## src/sv/bfa_pkg.sv

```systemverilog
package bfa_pkg;

    // Default geometry of the frame map
    localparam int FRAME_COUNT_DEF = 65536;
    localparam int PAGE_BYTES_DEF  = 4096;

    // The map is stored as words of 64 frame bits
    localparam int WORD_BITS  = 64;
    localparam int WORD_SHIFT = 6;

    // Port widths fixed by the request and result formats
    localparam int BASE_W   = 64;
    localparam int ADDR_W   = 28;
    localparam int STATUS_W = 2;
    localparam int COUNT_W  = 17;

    localparam logic [COUNT_W-1:0] COUNT_MAX = '1;

    typedef enum logic [1:0] {
        KIND_RELEASE = 2'd0,
        KIND_RESERVE = 2'd1,
        KIND_ALLOC   = 2'd2,
        KIND_FREE    = 2'd3
    } kind_t;

    localparam logic [STATUS_W-1:0] STAT_DONE      = 2'd0;
    localparam logic [STATUS_W-1:0] STAT_NO_MEMORY = 2'd1;
    localparam logic [STATUS_W-1:0] STAT_IGNORED   = 2'd2;

    // Commands from the controller to the datapath
    typedef struct packed {
        logic clear_write;
        logic load;
        logic calc_sum;
        logic calc_bounds;
        logic prep;
        logic read;
        logic modify;
        logic accumulate;
        logic advance;
        logic finish;
    } bfa_cmd_t;

    // Status from the datapath to the controller
    typedef struct packed {
        logic clear_last;
        logic empty;
        logic last_word;
        logic found;
        logic is_alloc;
    } bfa_stat_t;

endpackage

```

## src/sv/bfa_ctrl.sv

```systemverilog
module bfa_ctrl
    import bfa_pkg::*;
(
    input  logic      aclk,
    input  logic      aresetn,
    input  logic      s_valid,
    output logic      s_ready,
    output logic      m_valid,
    input  logic      m_ready,
    input  bfa_stat_t stat,
    output bfa_cmd_t  cmd
);

    typedef enum logic [3:0] {
        CLEAR,
        IDLE,
        SUM,
        BOUNDS,
        PREP,
        READ,
        MODIFY,
        ACC,
        RESULT
    } state_t;

    state_t state_reg;
    state_t state_next;
    logic   m_valid_reg;
    logic   m_valid_next;

    always_comb begin
        state_next   = state_reg;
        m_valid_next = m_valid_reg && !m_ready;
        cmd          = '0;
        unique case (state_reg)
            CLEAR: begin
                cmd.clear_write = 1'b1;
                if (stat.clear_last) begin
                    state_next = IDLE;
                end
            end
            IDLE: begin
                if (s_valid) begin
                    cmd.load   = 1'b1;
                    state_next = SUM;
                end
            end
            SUM: begin
                cmd.calc_sum = 1'b1;
                state_next   = BOUNDS;
            end
            BOUNDS: begin
                cmd.calc_bounds = 1'b1;
                state_next      = PREP;
            end
            PREP: begin
                cmd.prep   = 1'b1;
                state_next = READ;
            end
            READ: begin
                if (stat.empty) begin
                    state_next = RESULT;
                end else begin
                    cmd.read   = 1'b1;
                    state_next = MODIFY;
                end
            end
            MODIFY: begin
                cmd.modify = 1'b1;
                state_next = ACC;
            end
            ACC: begin
                cmd.accumulate = 1'b1;
                if ((stat.is_alloc && stat.found) || stat.last_word) begin
                    state_next = RESULT;
                end else begin
                    cmd.advance = 1'b1;
                    state_next  = READ;
                end
            end
            RESULT: begin
                if (!m_valid_reg || m_ready) begin
                    cmd.finish   = 1'b1;
                    m_valid_next = 1'b1;
                    state_next   = IDLE;
                end
            end
            default: begin
                state_next = IDLE;
            end
        endcase
    end

    always_ff @(posedge aclk) begin
        if (!aresetn) begin
            state_reg   <= CLEAR;
            m_valid_reg <= 1'b0;
        end else begin
            state_reg   <= state_next;
            m_valid_reg <= m_valid_next;
        end
    end

    assign s_ready = (state_reg == IDLE);
    assign m_valid = m_valid_reg;

    // A finished result waits while the previous one is still held.
    a_hold_result: assert property (@(posedge aclk) disable iff (!aresetn)
        state_reg == RESULT && m_valid_reg && !m_ready |=> state_reg == RESULT)
        else $error("result overwritten before it was taken");

    // A new result only appears out of the result state.
    a_valid_source: assert property (@(posedge aclk) disable iff (!aresetn)
        $rose(m_valid_reg) |-> $past(state_reg) == RESULT)
        else $error("result valid raised outside the result state");

    // A presented result stays presented until the receiver takes it.
    a_valid_held: assert property (@(posedge aclk) disable iff (!aresetn)
        m_valid_reg && !m_ready |=> m_valid_reg)
        else $error("result valid dropped before it was taken");

endmodule

```

## config.mk

```make
export PLATFORM = sky130hd
export DESIGN_NAME = bfa_ctrl
export DESIGN_NICKNAME = d
export VERILOG_FILES = /design/src/sv/bfa_pkg.sv /design/src/sv/bfa_ctrl.sv
export SDC_FILE = /design/constraint.sdc
export NUM_CORES = 1
export LEC_CHECK = 0
export ABC_AREA = 0
export BUFFER_PORTS_ARGS = -buffer_cell sky130_fd_sc_hd__buf_4
export CORE_AREA = 2 2 39 41
export DETAILED_ROUTE_END_ITERATION = 8
export DIE_AREA = 0 0 41 43
export GPL_TIMING_DRIVEN = 0
export HOLD_SLACK_MARGIN = 0.08
export MAX_ROUTING_LAYER = met4
export PLACE_DENSITY = 0.57
export SLEW_MARGIN = 20
export SYNTH_ARGS = -nofsm -noshare
export SYNTH_HDL_FRONTEND = slang
export SYNTH_SLANG_ARGS = --single-unit
```

## constraint.sdc

```tcl
create_clock -name aclk -period 1.3 [get_ports aclk]
set_input_delay 0.13 -clock aclk [delete_from_list [all_inputs] [get_ports aclk]]
set_output_delay 0.13 -clock aclk [all_outputs]
set_load 0.02 [all_outputs]
```

Word-level counts from Yosys, hierarchy flattened
Index checks and enable logic that the tools add are counted.

Bits in registers: 5. Input bits: 9. Output and inout port bits: 12.

Eq/ne operators: 11. Multiplexer cells: 21. Reduce and logical (&&, ||, !) cells: 8.

Operator list (number): 4-bit one-hot mux with 9 select lines (1); 4-bit two-way mux (5); 4-bit by 3-bit equality test with 1-bit output (second input constant) (4); 1-bit two-way mux (14); 4-bit by 2-bit equality test with 1-bit output (second input constant) (2); 2-bit != test (second input constant) (3); 4-bit by 1-bit equality test with 1-bit output (second input constant) (1); 4-bit equality test (second input constant) (1); 4-bit logical NOT (1); 3-bit AND reduction (1); 1-bit logical AND (2); 1-bit logical NOT (2); 1-bit logical OR (2); 2-bit two-way mux (1).

Longest topological paths before layout
Word-level depth: 4. Mapped depth: 5.

Least setup slack after synthesis
No wires, ideal clock.

Kind: register to output. Start: reg state_reg[0]. End: out cmd[8] (netlist name). Arrival time: 1.546 ns. Slack: -0.376 ns. Stages on the path, launching flop included: 5. Path through: dfxtp_1 > buf_4 > or2b_1 > nor3_1 > and2_1.

RTL lines: from (decl) (line bfa_ctrl.sv:26) `state_t state_reg;`; from (signal assigned) (line bfa_ctrl.sv:99) `state_reg <= state_next;`; to (decl) (line bfa_ctrl.sv:11) `output bfa_cmd_t cmd`.

==> metrics <==
Critical Path RT 1170 ps; Initial Utilization 27.4%; Internal 0.441 mW; vias per cell 4.98; DRT iter0 DRCs 5; cell area after synthesis 379 um^2; post-route ant nets 0; chip width 41 um; Crit. Startpoint state_reg[0]; register bit count reported by yosys 5; Worst Setup Start Kind flip-flop; post-layout util 60.8%; Crit Path Class flip-flop to primary output; Die Span Y 43 um; Congestion Overflow GR 0; Final setup viols 12; Clock Pin Slew Worst Setup and Hold Paths 50 ps; Cell variety after synth 27; final worst setup slack -212 ps; CTS tree built; peak supply drop 688 uV; Seq pwr share 25.5%; Tcrit/Tclk final 116%; DP Wirelength 729 um; Net Count, Synth 56; syn_area_per_cell 8.07 um^2; Num CTS Buffers 3; n_diodes 0; floorplan row count 14; via count of the routed design 493; power density over cell area 780 nW/um^2; Area Overhead vs Synth 122%; path depth of the worst reg2reg path 5; global-route met2 utilization 24.1%; core area 1380 um^2; Fin. Hold Viols 0; vias in the first global route 434; clock buffer depth 2; fraction of registers with async set/reset 0%; Gate power share 46.7%; GRT Overall Usage 16.4%; initial antenna violation count 0; Die ar. 1760 um^2; switching pwr 0.215 mW; yosys warns 0; first-pass GRT wire length 1860 um; pre-CTS setup slack -188 ps; WL per Instance 13.1 um; max reg flops 4; non-filler cells, final 99; status complete, but fails checks; Clock Sinks 5; H-Tree Depth 1; register area share after synthesis 26.4%; ys flop type dfxtp_1; Data arrival, critical path 1380 ps; GR Util met3 7.85%; placed instance count 83; GPL Wtd Cong 0.713; cells after synthesis 47; Max Clk Rate 662 MHz; Min-Delay Path Depth 2; post-route setup TNS -1570 ps; Crit. End Element primary output; failing checks setup timing; Final Skew 7.64 ps; Slew headroom 76.3%; clk root buf clkbuf_4; DR pass1 iterations 3; busiest metal layer after global routing met2; DRC viols 0; filler instances 118; Slew @ Worst Pin 352 ps; LEAKAGE 0.357 nW; max_cap viols 0; met1 Usage GRT 18.9%; buffers added on ports 20; HP Start aresetn; crit path time final 1510 ps; Clock power frac 27.8%; Hold Path Class input pin to flip-flop; final WL 1300 um; pin count of the biggest net entering global routing 11; I/O pin count 21; Slew Viols, Final 0; worst skew pair latency 250 ps; RR Startpoint state_reg[0]; fraction of layout cells with a size suffix above 1 72.3%; critical path peak fanout 5; unrepaired setup endpoints after global routing yes; # nets final 93; Post-synth EDFFs 0; switching share of power 32.7%
==> cell families after synthesis <==
| group | Yosys count | synth area share [%] |
|---|---|---|
| AND/OR/NAND/NOR | 28 | 47.2 |
| AO/OA/AOI/OAI | 8 | 13.9 |
| buffers and inverters | 4 | 6.93 |
| flip-flops | 5 | 26.4 |
| multiplexers | 2 | 5.61 |
==> synth_stat cells, types with 2 or more instances <==
| library cell | n | area share (%) |
|---|---|---|
| nand2b_1 | 4 | 6.6 |
| nor4_1 | 3 | 5.0 |
| nor3_1 | 5 | 6.6 |
| nand2_1 | 2 | 2.0 |
| o21a_1 | 2 | 4.0 |
| a21oi_1 | 2 | 2.6 |
| clkbuf_1 | 2 | 2.0 |
| nor2_1 | 4 | 4.0 |
| dfxtp_1 | 5 | 26 |
==> worst max-delay path: stages (launching register included) <==
cell and delay (ps):
dfxtp_2 330, buf_6 110, or2b_1 270, nor3_2 150, and2_1 160, buf_6 110
==> path summary, 6_finish.rpt <==
check / endpoint / slack [ps]
worst max-delay path: cmd[8] / -210
worst min-delay path: state_reg[0] / 110
worst max register to register: state_reg[0] / -130
worst min register to register: m_valid / 600
==> cells in the final DEF (no fill, tap or decap), drive strengths merged, types with 2 or more instances in the layout <==
| master | n |
|---|---|
| o21a | 2 |
| nor3 | 5 |
| clkbuf | 6 |
| dfxtp | 5 |
| buf | 34 |
| nand2 | 2 |
| nor2 | 5 |
| a21oi | 2 |
| nor4 | 3 |
| nand2b | 4 |
==> metrics by stage <==
| stage | total power [mW] | hold slack, ps | area, um^2 |
|---|---|---|---|
| 4_1_cts | 0.601 | 113 | 729 |
| 6_report | 0.656 | 114 | 841 |
| 2_1_floorplan | 0.290 | 248 | 403 |
| 3_5_place_dp | 0.355 | 369 | 573 |
| 3_3_place_gp | 0.354 | 364 | 573 |
| 5_1_grt | 0.701 | 112 | 841 |
==> power by group through the flow <==
stage	registers (mW)	clock network, mW	logic, mW
2_1_floorplan	0.169	0	0.121
3_3_place_gp	0.170	0	0.184
3_5_place_dp	0.170	0	0.185
4_1_cts	0.168	0.186	0.247
5_1_grt	0.168	0.207	0.326
6_report	0.167	0.182	0.306
==> layer usage <==
metal  up-vias  wire (um)
met4         0         19
met5         -          0
met3         2         51
met2        17        703
li1        245          -
met1       229        528
==> final cells by class <==
| class | count | area [um^2] | share of cell area [%] |
|---|---|---|---|
| buffer | 3 | 40.0 | 4.76 |
| clock buffer | 4 | 26.3 | 3.13 |
| multi-input combinational | 38 | 357 | 42.4 |
| sequential | 5 | 113 | 13.4 |
| tap | 16 | 20.0 | 2.38 |
| timing repair buffer | 33 | 285 | 33.9 |
==> what timing repair did <==
action | CTS | global route
buffers inserted | 8 | 5
hold buffers | 0 | 0
gates cloned | 1 | 0
setup endpoints to repair | 14 | 14
pin swaps | 6 | 5
resized for setup | 23 | 17
Note: power is estimated with default switching activity, not from simulation.
